File: src/design/mftp_pkg.sv
// Package for the MIDI file track parser: byte roles, error codes, the byte item
// passed from front to back and the classified-byte result record. No dependencies.
`timescale 1ns / 1ps
`default_nettype none
package mftp_pkg;

   localparam logic [3:0] ROLE_FHDR   = 4'd0;
   localparam logic [3:0] ROLE_THDR   = 4'd1;
   localparam logic [3:0] ROLE_DELTA  = 4'd2;
   localparam logic [3:0] ROLE_STATUS = 4'd3;
   localparam logic [3:0] ROLE_CDATA  = 4'd4;
   localparam logic [3:0] ROLE_SXLEN  = 4'd5;
   localparam logic [3:0] ROLE_SXDATA = 4'd6;
   localparam logic [3:0] ROLE_MTYPE  = 4'd7;
   localparam logic [3:0] ROLE_MLEN   = 4'd8;
   localparam logic [3:0] ROLE_MDATA  = 4'd9;
   localparam logic [3:0] ROLE_IGNORE = 4'd10;

   localparam logic [2:0] ERR_OK      = 3'd0;
   localparam logic [2:0] ERR_FHDR    = 3'd1;
   localparam logic [2:0] ERR_TRKID   = 3'd2;
   localparam logic [2:0] ERR_UNKNOWN = 3'd3;
   localparam logic [2:0] ERR_HALTED  = 3'd4;

   localparam logic [7:0] META_EOT = 8'h2F;

   // Item kept in the queue between the front and the back.
   typedef struct packed {
      logic [7:0] data;
   } item_type;

   // Result record.
   typedef struct packed {
      logic [3:0]  role;
      logic [7:0]  value;
      logic [7:0]  ev_type;
      logic [3:0]  chan;
      logic [7:0]  meta;
      logic [31:0] stamp;
      logic [31:0] delta;
      logic [31:0] length;
      logic        ev_end;
      logic        trk_end;
      logic [15:0] trk_num;
      logic [2:0]  err;
   } result_type;

   function automatic logic [31:0] chan_count(input logic [7:0] s);
      logic [3:0] hi;
      hi = s[7:4];
      return (hi == 4'hC || hi == 4'hD) ? 32'd1 : 32'd2;
   endfunction

   function automatic logic [7:0] file_id(input logic [1:0] p);
      logic [7:0] r;
      unique case (p)
         2'd0: r = 8'h4D;
         2'd1: r = 8'h54;
         2'd2: r = 8'h68;
         default: r = 8'h64;
      endcase
      return r;
   endfunction

   function automatic logic [7:0] track_id(input logic [1:0] p);
      logic [7:0] r;
      unique case (p)
         2'd0: r = 8'h4D;
         2'd1: r = 8'h54;
         2'd2: r = 8'h72;
         default: r = 8'h6B;
      endcase
      return r;
   endfunction

endpackage
`default_nettype wire

File: src/design/mftp_queue.sv
// Two-entry queue between the byte front end and the parse engine.
// Depends on mftp_pkg for the item record.
`timescale 1ns / 1ps
`default_nettype none
module mftp_queue
   import mftp_pkg::*;
(
   input  wire logic     clock,
   input  wire logic     reset,
   input  wire logic     in_valid,
   output logic          in_ready,
   input  wire item_type in_item,
   output logic          out_valid,
   input  wire logic     out_ready,
   output item_type      out_item
);
   item_type   mem_ff [2];
   logic       wr_ptr_ff, wr_ptr_in, rd_ptr_ff, rd_ptr_in;
   logic [1:0] count_ff, count_in;
   logic       push, pop;

   assign in_ready  = (count_ff != 2'd2);
   assign out_valid = (count_ff != 2'd0);
   assign out_item  = mem_ff[rd_ptr_ff];
   assign push      = in_valid && in_ready;
   assign pop       = out_valid && out_ready;

   // Pointer and fill bookkeeping.
   always_comb begin
      wr_ptr_in = push ? ~wr_ptr_ff : wr_ptr_ff;
      rd_ptr_in = pop ? ~rd_ptr_ff : rd_ptr_ff;
      count_in  = count_ff + {1'b0, push} - {1'b0, pop};
   end

   always_ff @(posedge clock) begin
      if (reset) begin
         wr_ptr_ff <= 1'b0;
         rd_ptr_ff <= 1'b0;
         count_ff  <= 2'd0;
      end else begin
         wr_ptr_ff <= wr_ptr_in;
         rd_ptr_ff <= rd_ptr_in;
         count_ff  <= count_in;
      end
   end

   // Storage.
   always_ff @(posedge clock) begin
      if (push) begin
         mem_ff[wr_ptr_ff] <= in_item;
      end
   end
endmodule
`default_nettype wire

File: src/design/mftp_engine.sv
// Parse engine: walks the file structure one byte per cycle, unless the result
// register is held by a stalled receiver, and registers the labeled result. Depends on mftp_pkg.
`timescale 1ns / 1ps
`default_nettype none
module mftp_engine
   import mftp_pkg::*;
(
   input  wire logic     clock,
   input  wire logic     reset,
   input  wire logic     in_valid,
   output logic          in_ready,
   input  wire item_type in_item,
   output logic          out_valid,
   input  wire logic     out_ready,
   output result_type    out_res
);
   typedef enum logic [10:0] {
      PH_FHDR   = 11'b00000000001,
      PH_THDR   = 11'b00000000010,
      PH_DELTA  = 11'b00000000100,
      PH_STATUS = 11'b00000001000,
      PH_CDATA  = 11'b00000010000,
      PH_SXLEN  = 11'b00000100000,
      PH_SXDATA = 11'b00001000000,
      PH_MTYPE  = 11'b00010000000,
      PH_MLEN   = 11'b00100000000,
      PH_MDATA  = 11'b01000000000,
      PH_DONE   = 11'b10000000000
   } phase_type;

   phase_type   phase_ff, phase_in;
   logic [3:0]  hpos_ff, hpos_in;
   logic [15:0] fmt_ff, fmt_in, ntrk_ff, ntrk_in, started_ff, started_in;
   logic        idm_ff, idm_in, endp_ff, endp_in, halt_ff, halt_in;
   logic [31:0] vlq_ff, vlq_in, tick_ff, tick_in, delta_ff, delta_in;
   logic [31:0] left_ff, left_in, plen_ff, plen_in;
   logic [7:0]  rs_ff, rs_in, est_ff, est_in, mk_ff, mk_in;
   logic        ovalid_ff;
   result_type  res_ff, r;
   logic        take;
   logic [7:0]  b;
   logic [31:0] vlq_next, left_dec;
   logic        cont;

   assign in_ready  = !ovalid_ff || out_ready;
   assign take      = in_valid && in_ready;
   assign out_valid = ovalid_ff;
   assign out_res   = res_ff;
   assign b         = in_item.data;

   // Next state and result for one byte.
   always_comb begin
      phase_in = phase_ff; hpos_in = hpos_ff; fmt_in = fmt_ff; ntrk_in = ntrk_ff;
      started_in = started_ff; idm_in = idm_ff; endp_in = endp_ff;
      halt_in = halt_ff; vlq_in = vlq_ff; tick_in = tick_ff; delta_in = delta_ff;
      left_in = left_ff; plen_in = plen_ff; rs_in = rs_ff; est_in = est_ff;
      mk_in = mk_ff;
      r = '0;
      r.value = b;
      cont = b[7];
      vlq_next = {vlq_ff[24:0], b[6:0]};
      left_dec = left_ff - 32'd1;
      if (halt_ff) begin
         r.role = ROLE_IGNORE;
         r.err  = ERR_HALTED;
      end else begin
         unique case (phase_ff)
            PH_FHDR: begin
               r.role = ROLE_FHDR;
               if (hpos_ff < 4'd4) begin
                  idm_in = (hpos_ff == 4'd0 ? 1'b1 : idm_ff) && (b == file_id(hpos_ff[1:0]));
               end else if (hpos_ff == 4'd8 || hpos_ff == 4'd9) begin
                  fmt_in = {fmt_ff[7:0], b};
               end else if (hpos_ff == 4'd10 || hpos_ff == 4'd11) begin
                  ntrk_in = {ntrk_ff[7:0], b};
               end
               if (hpos_ff >= 4'd13) begin
                  hpos_in = 4'd0;
                  if (!idm_ff || (fmt_ff == 16'd0 && ntrk_ff != 16'd1)) begin
                     r.err   = ERR_FHDR;
                     halt_in = 1'b1;
                  end else if (ntrk_ff == 16'd0) begin
                     phase_in = PH_DONE;
                  end else begin
                     phase_in = PH_THDR;
                  end
               end else begin
                  hpos_in = hpos_ff + 4'd1;
               end
            end
            PH_THDR: begin
               r.role = ROLE_THDR;
               started_in = (hpos_ff == 4'd0) ? started_ff + 16'd1 : started_ff;
               if (hpos_ff < 4'd4) begin
                  idm_in = (hpos_ff == 4'd0 ? 1'b1 : idm_ff) && (b == track_id(hpos_ff[1:0]));
               end
               r.trk_num = started_in;
               if (hpos_ff >= 4'd7) begin
                  hpos_in = 4'd0;
                  if (!idm_ff) begin
                     r.err   = ERR_TRKID;
                     halt_in = 1'b1;
                  end else begin
                     tick_in = '0; delta_in = '0; vlq_in = '0; endp_in = 1'b0;
                     phase_in = PH_DELTA;
                  end
               end else begin
                  hpos_in = hpos_ff + 4'd1;
               end
            end
            PH_DONE: begin
               r.role = ROLE_IGNORE;
            end
            default: begin
               // Event phases share the event field view and finish logic.
               logic [7:0]  es;
               logic        fin;
               logic        dodelta;
               logic [31:0] dacc;
               es = est_ff; fin = 1'b0; dodelta = 1'b0; dacc = vlq_next;
               if (phase_ff == PH_DELTA) begin
                  dodelta = 1'b1;
               end else if (phase_ff == PH_STATUS) begin
                  if (!b[7]) begin
                     if (rs_ff != 8'd0) begin
                        es = rs_ff; est_in = rs_ff;
                        plen_in = chan_count(rs_ff);
                        left_in = plen_in - 32'd1;
                        r.role = ROLE_CDATA;
                        if (left_in == 32'd0) fin = 1'b1; else phase_in = PH_CDATA;
                     end else begin
                        dodelta = 1'b1;
                        dacc = {25'd0, b[6:0]};
                        r.err = ERR_UNKNOWN;
                     end
                  end else begin
                     es = b; est_in = b;
                     rs_in = (b < 8'hF0) ? b : 8'd0;
                     r.role = ROLE_STATUS;
                     if (b < 8'hF0) begin
                        plen_in = chan_count(b); left_in = plen_in;
                        phase_in = PH_CDATA;
                     end else begin
                        plen_in = '0; left_in = '0; mk_in = '0; vlq_in = '0;
                        if (b == 8'hF0 || b == 8'hF7) phase_in = PH_SXLEN;
                        else if (b == 8'hFF) phase_in = PH_MTYPE;
                        else begin
                           r.err = ERR_UNKNOWN; fin = 1'b1;
                        end
                     end
                  end
               end else if (phase_ff == PH_CDATA || phase_ff == PH_SXDATA
                            || phase_ff == PH_MDATA) begin
                  r.role = (phase_ff == PH_CDATA) ? ROLE_CDATA :
                           (phase_ff == PH_SXDATA) ? ROLE_SXDATA : ROLE_MDATA;
                  left_in = left_dec;
                  if (left_dec == 32'd0) fin = 1'b1;
               end else if (phase_ff == PH_MTYPE) begin
                  mk_in = b; endp_in = (b == META_EOT); vlq_in = '0;
                  r.role = ROLE_MTYPE; phase_in = PH_MLEN;
               end else begin
                  // Sysex or meta length byte.
                  r.role = (phase_ff == PH_SXLEN) ? ROLE_SXLEN : ROLE_MLEN;
                  vlq_in = vlq_next;
                  if (!cont) begin
                     plen_in = vlq_next; left_in = vlq_next; vlq_in = '0;
                     if (vlq_next == 32'd0) fin = 1'b1;
                     else phase_in = (phase_ff == PH_SXLEN) ? PH_SXDATA : PH_MDATA;
                  end
               end
               if (dodelta) begin
                  r.role = ROLE_DELTA;
                  vlq_in = dacc;
                  r.delta = dacc;
                  if (!cont) begin
                     delta_in = dacc; tick_in = tick_ff + dacc; vlq_in = '0;
                     phase_in = PH_STATUS;
                  end
                  r.stamp   = tick_in;
                  r.trk_num = started_ff;
               end else begin
                  r.ev_type = (es[7:4] != 4'hF) ? {es[7:4], 4'h0} : es;
                  r.chan    = es[3:0];
                  r.meta    = (es == 8'hFF) ? mk_in : 8'd0;
                  r.stamp   = tick_ff;
                  r.delta   = delta_ff;
                  r.length  = plen_in;
                  r.trk_num = started_ff;
               end
               if (fin) begin
                  r.ev_end = 1'b1; phase_in = PH_DELTA;
                  if (endp_in) begin
                     r.trk_end = 1'b1; endp_in = 1'b0;
                     if (started_ff >= ntrk_ff) phase_in = PH_DONE;
                     else begin
                        phase_in = PH_THDR; hpos_in = 4'd0;
                     end
                  end
               end
            end
         endcase
      end
   end

   always_ff @(posedge clock) begin
      if (reset) begin
         phase_ff <= PH_FHDR; hpos_ff <= '0; fmt_ff <= '0; ntrk_ff <= '0;
         started_ff <= '0; idm_ff <= 1'b1; endp_ff <= 1'b0; halt_ff <= 1'b0;
         vlq_ff <= '0; tick_ff <= '0; delta_ff <= '0; left_ff <= '0;
         plen_ff <= '0; rs_ff <= '0; est_ff <= '0; mk_ff <= '0;
         ovalid_ff <= 1'b0;
      end else begin
         if (take) begin
            phase_ff <= phase_in; hpos_ff <= hpos_in; fmt_ff <= fmt_in;
            ntrk_ff <= ntrk_in; started_ff <= started_in; idm_ff <= idm_in;
            endp_ff <= endp_in; halt_ff <= halt_in; vlq_ff <= vlq_in;
            tick_ff <= tick_in; delta_ff <= delta_in; left_ff <= left_in;
            plen_ff <= plen_in; rs_ff <= rs_in; est_ff <= est_in; mk_ff <= mk_in;
         end
         if (take) ovalid_ff <= 1'b1;
         else if (out_ready) ovalid_ff <= 1'b0;
      end
   end

   // Result register.
   always_ff @(posedge clock) begin
      if (take) res_ff <= r;
   end
endmodule
`default_nettype wire

File: src/design/midi_file_track_parser.sv
// Top level of the MIDI file track parser: queue front end plus parse engine.
// Depends on mftp_pkg, mftp_queue and mftp_engine.
//
// Usage: bytes of a Standard MIDI File enter on req_data_byte with a
// req_valid/req_ready handshake; each accepted transaction yields exactly one
// labeled result on the rsp_ ports with rsp_valid/rsp_ready.
// The byte is stored in the two-entry input queue, the engine takes it from
// the queue, and the engine's result register then holds the labeled result
// until the receiver accepts it. Throughput is one byte per cycle while the
// receiver does not stall.
// When the receiver stalls, the result register holds, the engine stops,
// and the queue absorbs up to two more bytes before req_ready drops.
// Synchronous reset returns the parser to expecting the file header,
// empties the queue and clears any halt left by a fatal header error.
`timescale 1ns / 1ps
`default_nettype none
module midi_file_track_parser
   import mftp_pkg::*;
(
   input  wire logic        clock,
   input  wire logic        reset,
   input  wire logic        req_valid,
   output logic             req_ready,
   input  wire logic [7:0]  req_data_byte,
   output logic             rsp_valid,
   input  wire logic        rsp_ready,
   output logic [3:0]       rsp_byte_role,
   output logic [7:0]       rsp_data_value,
   output logic [7:0]       rsp_event_type,
   output logic [3:0]       rsp_channel,
   output logic [7:0]       rsp_meta_type,
   output logic [31:0]      rsp_timestamp,
   output logic [31:0]      rsp_tick_delta,
   output logic [31:0]      rsp_data_count,
   output logic             rsp_event_end,
   output logic             rsp_track_end,
   output logic [15:0]      rsp_track_number,
   output logic [2:0]       rsp_error_code
);
   item_type   in_item, q_item;
   logic       q_valid, q_ready;
   result_type res;

   assign in_item.data = req_data_byte;

   mftp_queue u_queue (
      .clock(clock), .reset(reset),
      .in_valid(req_valid), .in_ready(req_ready), .in_item(in_item),
      .out_valid(q_valid), .out_ready(q_ready), .out_item(q_item)
   );

   mftp_engine u_engine (
      .clock(clock), .reset(reset),
      .in_valid(q_valid), .in_ready(q_ready), .in_item(q_item),
      .out_valid(rsp_valid), .out_ready(rsp_ready), .out_res(res)
   );

   assign rsp_byte_role    = res.role;
   assign rsp_data_value   = res.value;
   assign rsp_event_type   = res.ev_type;
   assign rsp_channel      = res.chan;
   assign rsp_meta_type    = res.meta;
   assign rsp_timestamp    = res.stamp;
   assign rsp_tick_delta   = res.delta;
   assign rsp_data_count   = res.length;
   assign rsp_event_end    = res.ev_end;
   assign rsp_track_end    = res.trk_end;
   assign rsp_track_number = res.trk_num;
   assign rsp_error_code   = res.err;

   // A track end always completes an event.
   a_trk_end_ev: assert property (@(posedge clock) disable iff (reset)
      rsp_valid && rsp_track_end |-> rsp_event_end)
      else $error("track end without event end");

   // A stalled result is held.
   a_hold: assert property (@(posedge clock) disable iff (reset)
      rsp_valid && !rsp_ready |=> rsp_valid && $stable(rsp_data_value))
      else $error("result changed under stall");

   // Header errors are only reported on header bytes.
   a_hdr_err: assert property (@(posedge clock) disable iff (reset)
      rsp_valid && rsp_error_code == ERR_FHDR |-> rsp_byte_role == ROLE_FHDR)
      else $error("file header error on wrong role");
endmodule
`default_nettype wire

File: config.mk
export PLATFORM = sky130hd
export DESIGN_NAME = midi_file_track_parser
export DESIGN_NICKNAME = d
export VERILOG_FILES = /design/src/design/mftp_pkg.sv /design/src/design/mftp_queue.sv /design/src/design/mftp_engine.sv /design/src/design/midi_file_track_parser.sv
export SDC_FILE = /design/constraint.sdc
export NUM_CORES = 1
export LEC_CHECK = 0
export BUFFER_PORTS_ARGS = -buffer_cell sky130_fd_sc_hd__buf_2
export CELL_PAD_IN_SITES_DETAIL_PLACEMENT = 0
export CELL_PAD_IN_SITES_GLOBAL_PLACEMENT = 1
export CORE_MARGIN = 2
export CORE_UTILIZATION = 25
export DETAILED_ROUTE_END_ITERATION = 7
export PLACE_DENSITY_LB_ADDON = 0.1
export SLEW_MARGIN = 20
export SYNTH_ARGS = -nofsm -noshare
export SYNTH_HDL_FRONTEND = slang
export SYNTH_SLANG_ARGS = --single-unit
File: constraint.sdc
create_clock -name clock -period 14 [get_ports clock]
set_clock_uncertainty 0.2 [all_clocks]
set_input_delay 3.5 -clock clock [delete_from_list [all_inputs] [get_ports clock]]
set_output_delay 3.5 -clock clock [all_outputs]
set_load 0.01 [all_outputs]
# Word-level counts from Yosys, hierarchy flattened
# Memories as Yosys holds them, arrays and structs flattened. A register that Yosys moved wholly into a read port is not among the register bits.
# Cells that the tools add are included.
# op_classes
addsub	7
order_cmp	5
n_eq_ne	45
mux	166
n_bitwise	11
reduce_logical	50
# ops
operator	n
two-way mux 32 bit	26
two-way mux 11 bit	22
two-way mux 25 bit	9
two-way mux 8 bit	19
one-hot mux 32 bit (2 select lines)	2
zero test 32 bit	3
two-way mux 64 bit	1
subtractor 32 x 1 -> 32 bit (second input constant)	2
two-way mux 4 bit	13
one-hot mux 25 bit (2 select lines)	1
two-way mux 1 bit	46
one-hot mux 6 bit (3 select lines)	2
one-hot mux 11 bit (3 select lines)	1
adder 32 bit	1
== test 4 bit (second input constant)	8
== test 8 bit (second input constant)	4
zero test 16 bit	2
one-hot mux 16 bit (2 select lines)	1
two-way mux 3 bit	9
one-hot mux 4 bit (3 select lines)	2
AND reduction 6 bit	4
AND reduction 7 bit	3
adder 16 x 1 -> 16 bit (second input constant)	1
== test 8 bit	2
other kinds (51)	100
# totals
register_bits	397
mem_bits_rw	16
in_bits	12
output_inout_bits	151
word_cells	318
n_memories	1
# mem_list
memory	depth	word_bits	read_ports	rd_ports_with_merged_regs	write_ports	line	rtl
u_queue.mem_ff	2	8	1	1	1	mftp_queue.sv:17	item_type mem_ff [2];

# Longest topological paths before layout
# Gate-level depths: netlist (run 1).
# depth
ltp_word	14
depth_mapped	17
depth_no_buf	14

# Hierarchy
# From an unflattened synthesis (run 1), not the netlist that was laid out.
# unflattened
hier_cells	2332
area_unflattened_um2	21058.9
# modules_own_cells
module	n_inst	cells_each	area_per_inst_um2	seq_area_each_um2
mftp_engine	1	2278	20226.9	9359.0
mftp_queue	1	54	832.0	580.6

# Least setup slack after synthesis (run 1)
# OpenSTA, ideal clock, no wires.
# synth_timing
path_type	in2reg
from	input port rsp_ready
to	register u_engine.ntrk_ff[12]
setup_ns	0.128
arrival_time_ns	9.204
required_time_ns	13.672
path_slack_ns	4.469
cell_stages	9
path_buffers	1
cell_sequence	nand2b_1 o21a_1 nand2_1 nor2_1 nand3_1 nor4_1 clkbuf_1 mux2i_1 nor2_1
# synth_between
elab_chain_cells	3
# synth_rtl
item	line	rtl
from (decl)	midi_file_track_parser.sv:26	input wire logic rsp_ready,
logical OR 1 bit	mftp_engine.sv:45	assign in_ready = !ovalid_ff || out_ready;
logical AND 1 bit	mftp_engine.sv:46	assign take = in_valid && in_ready;
net u_engine.take	mftp_engine.sv:40	logic take;
AND reduction 6 bit (no line)	--	
to (signal assigned)	mftp_engine.sv:215	ntrk_ff <= ntrk_in; started_ff <= started_in; idm_ff <= idm_in;
to (decl)	mftp_engine.sv:33	logic [15:0] fmt_ff, fmt_in, ntrk_ff, ntrk_in, started_ff, started_in;
# The timed path passes the listed nets, and every way through them passes these cells.
# A chain may end at the register's enable or synchronous reset.

# Worst setup path after layout (run 1)
# layout_timing
from	input port rsp_ready
to	register u_engine.delta_ff[23]
# layout_between
elab_chain_cells	3
# layout_rtl
item	line	rtl
logical OR 1 bit	mftp_engine.sv:45	
logical AND 1 bit	mftp_engine.sv:46	
net u_engine.take	mftp_engine.sv:40	
AND reduction 7 bit (no line)	--	
to (signal assigned)	mftp_engine.sv:217	tick_ff <= tick_in; delta_ff <= delta_in; left_ff <= left_in;
to (decl)	mftp_engine.sv:35	logic [31:0] vlq_ff, vlq_in, tick_ff, tick_in, delta_ff, delta_in;
# The timed path passes the listed nets, and every way through them passes these cells.

==> impl_metrics.json, run 1 <==
{
  "max-cap-violations": 0,
  "hold_viol_final": 0,
  "postCtsResizedCells": 0,
  "syn2layout_area_growth_pct": 17.7,
  "wl_mm": 75.6,
  "period_share": 0.459,
  "port_buffers": 162,
  "fmax_mhz": 156,
  "synth-async-reset-ratio": 0,
  "track_usage": 0.175,
  "cts_tree": "built",
  "min_path_type": "flip-flop to flip-flop",
  "grt_max_degree": 87,
  "numCtsBuffers": 53,
  "crit_type": "input port to flip-flop",
  "drive_gt1_frac": 0.133,
  "routedWlPerCell_um": 21.4,
  "die-area_um2": 85200,
  "ys_warn_count": 0,
  "top_usage_layer": "met2",
  "postRouteAntennaNets": 0,
  "relSlewSlack": 0.282,
  "r2r-end": "u_engine.out_res[115]",
  "dp.cells": 3440,
  "cp.required_ns": 14.28,
  "std_cell_rows": 105,
  "syn_inst": 2334,
  "peakVddDrop_mv": 0.0816,
  "drt-initial-drc-count": 1314,
  "gr-usage-met3": 0.0228,
  "drc_errors": 0,
  "io_pins": 163,
  "dp_hpwl_mm": 50.6,
  "muxShareOfSynthArea": 0.0116,
  "synth_xor_area_frac": 0.0254,
  "insertion_delay_ns": 0.61,
  "first_global_vias": 17400,
  "crit_arrival_ns": 6.70,
  "synth.avg_cell_area_um2": 8.88,
  "regToRegSetupSlack_ns": 7.84,
  "postCtsSetupBuffers": 0,
  "slew_viol_final": 0,
  "crit_fanout": 38,
  "hold_buffers": 0,
  "crit_end": "u_engine.delta_ff[23]",
  "syn_area_um2": 20700,
  "synth-simple-area-share": 0.207,
  "grt_overflow": 0,
  "setup_tns_ns": 0,
  "placed_area_um2": 22600,
  "synth-seq-area-share": 0.480,
  "via_count": 17800,
  "syn_nets": 2405,
  "place_congestion": 0.806,
  "fin_ws_ns": 7.58,
  "clock_sinks": 414,
  "setup.worst_path.start": "rsp_ready",
  "dieWidth_um": 292,
  "final_nets": 2496,
  "synth_top_family_by_area": "simple AND/OR/NAND/NOR gates",
  "synth_edf_count": 165,
  "finalNonFillerCells": 3538,
  "clockRootBuffer": "clkbuf_16",
  "setup_viol": 0,
  "synth_fa_ha_area_frac": 0.0360,
  "cp-end-kind": "flip-flop",
  "grt_pass1_wl_mm": 115,
  "power_density_nw_per_um2": 153,
  "grtUsageMet2": 0.277,
  "status": "completed",
  "core_um2": 82100,
  "yosys.cell_types.count": 79,
  "clk_pin_slew_worst_paths_ns": 0.05,
  "holdCritStartpoint": "u_engine.mk_ff[2]",
  "htreeDepth": 2,
  "critPathLaunchType": "input port",
  "rsz0062_at_grt": "no",
  "synth-main-ff-cell": "dfxtp_1",
  "avgViaCountPerCell": 5.04,
  "ctsLongestPathBuffers": 3,
  "grt_use_met1": 0.251,
  "initial_core_util": 0.252,
  "first_pass_iters": 7,
  "reg2reg_depth": 15,
  "synth_compound_area_frac": 0.197,
  "dp_slack_ns": 6.97,
  "die_y_um": 292,
  "ys_ff_latch": 414,
  "worst_pin_slew_ns": 1.07,
  "antenna_found_initial": 1,
  "power.leakage_nw": 8.60,
  "stdcell_area_um2": 24400,
  "min_period_ns": 6.42
}
report_power, final:
part / switching [W] / leakage, nW / total, W / internal, W
registers: 0.0000677 / 3.62 / 0.00156 / 0.00149
clock network: 0.000564 / 0.869 / 0.00141 / 0.000844
logic: 0.000541 / 4.11 / 0.000757 / 0.000216
total: 0.00117 / 8.60 / 0.00372 / 0.00255
worst min path at each step:
stage / cells past startpoint / end / slack, ns
global placement: 2 / u_engine.mk_ff[0] / 0.24
global route: 2 / u_engine.mk_ff[2] / 0.26
finish: 2 / u_engine.mk_ff[2] / 0.25
floorplan: 2 / u_engine.mk_ff[0] / 0.23
CTS: 2 / u_engine.mk_ff[2] / 0.26
detailed placement: 2 / u_engine.mk_ff[2] / 0.25
placed cells by master, fill, tap and decap left out, drive strengths merged, types with 49 or more instances in the layout:
| cell | Yosys | final |
|---|---|---|
| nor3 | 54 | 54 |
| ha | 58 | 58 |
| a21oi | 207 | 207 |
| nand2 | 310 | 310 |
| nor2 | 252 | 252 |
| a211oi | 52 | 52 |
| dfxtp | 249 | 249 |
| o21ai | 102 | 102 |
| a22oi | 70 | 70 |
| edfxtp | 165 | 165 |
| clkbuf | 159 | 63 |
| a22o | 49 | 49 |
| buf | 17 | 212 |
| nand3 | 102 | 102 |
| inv | 49 | 50 |
worst max-delay path: stages:
cell	delay, ns
buf_2	0.07
nand2b_1	0.13
o21a_4	0.49
and2_1	0.32
nand2_1	0.17
nor3_1	0.60
o21ai_2	0.10
buf_4	0.30
and2_1	0.58
a22o_1	0.39
metrics by stage:
step / utilization / total power (W) / hold WS, ns
global route: 0.297 / 0.00391 / 0.264
CTS: 0.297 / 0.00380 / 0.257
floorplan: - / 0.00198 / 0.232
detailed placement: 0.276 / 0.00237 / 0.248
global placement: 0.276 / 0.00236 / 0.240
finish: 0.297 / 0.00372 / 0.255
Yosys cell counts, drive strengths merged (7+ instances only):
cell / number / area share
nor4b: 10 / 0.0042
and3: 18 / 0.0054
o31ai: 15 / 0.0054
nand3: 102 / 0.025
clkbuf: 159 / 0.029
or3: 16 / 0.0048
a22o: 49 / 0.021
edfxtp: 165 / 0.24
a22oi: 70 / 0.025
or4: 10 / 0.0040
nand2: 310 / 0.056
nand2b: 7 / 0.0021
a31oi: 16 / 0.0051
inv: 49 / 0.0089
o21a: 11 / 0.0040
a211oi: 52 / 0.019
and2: 39 / 0.012
buf: 17 / 0.0052
xnor2: 34 / 0.014
nor2b: 13 / 0.0039
o21ai: 102 / 0.025
nor3: 54 / 0.014
xor2: 26 / 0.011
nand4: 22 / 0.0066
nor4: 40 / 0.013
o211ai: 14 / 0.0051
ha: 58 / 0.035
nor2: 252 / 0.046
mux2i: 24 / 0.012
dfxtp: 249 / 0.24
a21oi: 207 / 0.050
a21o: 18 / 0.0065
o2111ai: 9 / 0.0038
cells by family after synthesis:
kind of cell,count (synthesis)
buf+inv,229
fa+ha+maj,59
compound gates,629
mux,24
simple gates,919
flops,414
xor+xnor,60
cell type report:
class / count / area [µm²]
Antenna cell: 1 / 2.50
Clock buffer: 63 / 1410
Clock inverter: 34 / 348
Fill cell: 8558 / 57700
Inverter: 53 / 199
Multi-Input combinational cell: 1691 / 9960
Sequential cell: 414 / 9940
Tap cell: 1070 / 1340
Timing Repair Buffer: 212 / 1190
sequential cells by signal, indices dropped and copies added, names as in the netlist, 11 cells and up, named ones only:
register,cells
u_engine.fmt_ff,16
u_engine.started_ff,16
u_engine.delta_ff,32
u_engine.phase_ff,11
u_engine.out_res,149
u_engine.ntrk_ff,16
u_engine.tick_ff,32
u_queue.mem_ff,16
u_engine.left_ff,32
u_engine.plen_ff,32
u_engine.vlq_ff,25
routing by layer:
metal | vias up | wire [µm]
met5 | - | 0
met4 | 0 | 1620
met3 | 92 | 3060
met2 | 403 | 34000
met1 | 8661 | 37000
li1 | 8678 | -
(Power assumes the default switching activity.)
==> inputs of run 2 (changes only) <==
clock period = 5.2 ns   (was 14 ns; I/O delays follow)
==> run 2 against run 1 <==
  * Sequential power increased to 2.7 times the previous value
  * Die area unchanged
  * Global-route usage increased by 0.58 points
  * Sequential cell count unchanged
  * Critical path depth increased by 5
  * Core utilization is 0.38 points higher
  * Final cell count increased by 0.79%
  * First-iteration DRC count is 11% lower
  * Combinational power increased to 2.9 times the previous value
  * Via count grew 1.9%
  * Final area is 1.3% higher
  * Critical endpoint is now u_engine.out_res[116]
  * Largest power group unchanged
  * Highest routed layer is now met5
==> impl_metrics.json, run 2 (same netlist as run 1, synthesis figures left out) <==
{
  "wl_mm": 78.7,
  "hold_viol_final": 0,
  "cp-end-kind": "flip-flop",
  "first_global_vias": 17700,
  "grt_overflow": 0,
  "io_pins": 163,
  "die_y_um": 292,
  "ctsLongestPathBuffers": 3,
  "dp_slack_ns": 0.252,
  "hold_buffers": 0,
  "htreeDepth": 2,
  "hold_slack_ns": 0.252,
  "min_period_ns": 4.74,
  "fin_ws_ns": 0.458,
  "crit_fanout": 15,
  "max-cap-violations": 0,
  "rsz0062_at_grt": "no",
  "largest_reg_flops": 149,
  "slew_viol_final": 0,
  "initial_core_util": 0.252,
  "syn2layout_area_growth_pct": 19.2,
  "final_nets": 2522,
  "clk_pin_slew_worst_paths_ns": 0.06,
  "min_path_type": "flip-flop to flip-flop",
  "via_count": 18200,
  "numCtsBuffers": 52,
  "first_pass_iters": 5,
  "fmax_mhz": 211,
  "status": "completed",
  "antenna_found_initial": 5,
  "final_common_cell": "nand2_1",
  "period_share": 0.912,
  "critPathLaunchType": "flip-flop",
  "port_buffers": 162,
  "drt-initial-drc-count": 1165,
  "drive_gt1_frac": 0.144,
  "cp.required_ns": 5.46,
  "postRouteAntennaNets": 0,
  "drc_errors": 0,
  "die-area_um2": 85200,
  "grt_max_degree": 63,
  "power.leakage_nw": 8.76,
  "peakVddDrop_mv": 0.241,
  "cts_tree": "built",
  "clock_sinks": 414,
  "fillers": 8625,
  "setup_viol": 0,
  "worst_pin_slew_ns": 0.941,
  "crit_type": "flip-flop to flip-flop",
  "avgViaCountPerCell": 5.10,
  "dieWidth_um": 292,
  "std_cell_rows": 105,
  "setup_tns_ns": 0,
  "fin_util": 0.301,
  "dp_hpwl_mm": 53.3,
  "relSlewSlack": 0.368,
  "clockRootBuffer": "clkbuf_16",
  "track_usage": 0.181,
  "core_um2": 82100,
  "crit_arrival_ns": 5.00,
  "power_density_nw_per_um2": 417,
  "grt_pass1_wl_mm": 118,
  "place_congestion": 0.827,
  "routedWlPerCell_um": 22.1,
  "final_cell_mix": "nand2_1 (310), nor2_1 (249), dfxtp_1 (249), a21oi_1 (207), edfxtp_1 (165)",
  "insertion_delay_ns": 0.62
}
run 2: cell types whose count changed in the layout (fill, tap and decap cells not counted), sizes merged:
cell and delta:
clkbuf +12, clkinvlp +2, clkinv -15, bufinv +1, inv +1, buf +27
run 2: report_power, final:
part / internal, W / switching (W) / leakage, nW / total (W)
sequential: 0.00401 / 0.000181 / 3.62 / 0.00420
combinational: 0.000614 / 0.00155 / 4.25 / 0.00217
clock: 0.00242 / 0.00152 / 0.895 / 0.00394
total: 0.00705 / 0.00325 / 8.76 / 0.0103
run 2: what timing repair did:
item / CTS / global route
setup endpoints to repair: 0 / 6
setup buffers: 0 / 0
gates resized for setup: 0 / 2
run 2: worst paths after layout:
| path | depth (start not counted) | startpoint | slack [ns] | end |
|---|---|---|---|---|
| setup / recovery | 15 | u_engine.rs_ff[3] | 0.46 | u_engine.out_res[116] |
| hold / removal | 2 | u_engine.mk_ff[3] | 0.25 | u_engine.mk_ff[3] |
| setup reg to reg | 15 | u_engine.rs_ff[3] | 0.46 | u_engine.out_res[116] |
| hold reg to reg | 2 | u_engine.mk_ff[3] | 0.25 | u_engine.mk_ff[3] |
run 2: layer usage:
layer	routed length, µm	global-route usage	up-vias
met5	14	0	-
met4	1390	0.0385	2
met3	2960	0.0239	97
met2	35300	0.289	393
met1	39100	0.258	8965
li1	-	-	8721
run 2: final cells by class:
type | count | area [µm²] | area share
diodes | 1 | 2.50 | 0.000101
inverters | 53 | 199 | 0.00805
flip-flops and latches | 414 | 9940 | 0.402
clock buffers | 75 | 1510 | 0.0612
multi-input cells | 1691 | 9970 | 0.403
clock inverters | 23 | 338 | 0.0137
repair buffers | 239 | 1410 | 0.0570
well taps | 1070 | 1340 | 0.0542
run 2: worst max-delay path, cell delays in order, from the launching register on:
cell and delay [ns]:
dfxtp_1 0.33, nor4_1 0.44, nand3_1 0.29, or3_4 0.51, and2_1 0.21, ha_1 0.35, a21o_1 0.18, a21o_1 0.17
a221o_1 0.34, a41oi_1 0.35, o31ai_1 0.15, buf_4 0.19, o211ai_1 0.18, o211ai_1 0.19, or3_1 0.36, a21oi_1 0.16
run 2: per-stage QoR:
step	cells	total power, W	instance area, µm²
global route	3565	0.0108	24700
global placement	3467	0.00647	22800
finish	3566	0.0103	24700
detailed placement	3467	0.00648	22800
CTS	3565	0.0105	24700
floorplan	2334	0.00528	20700
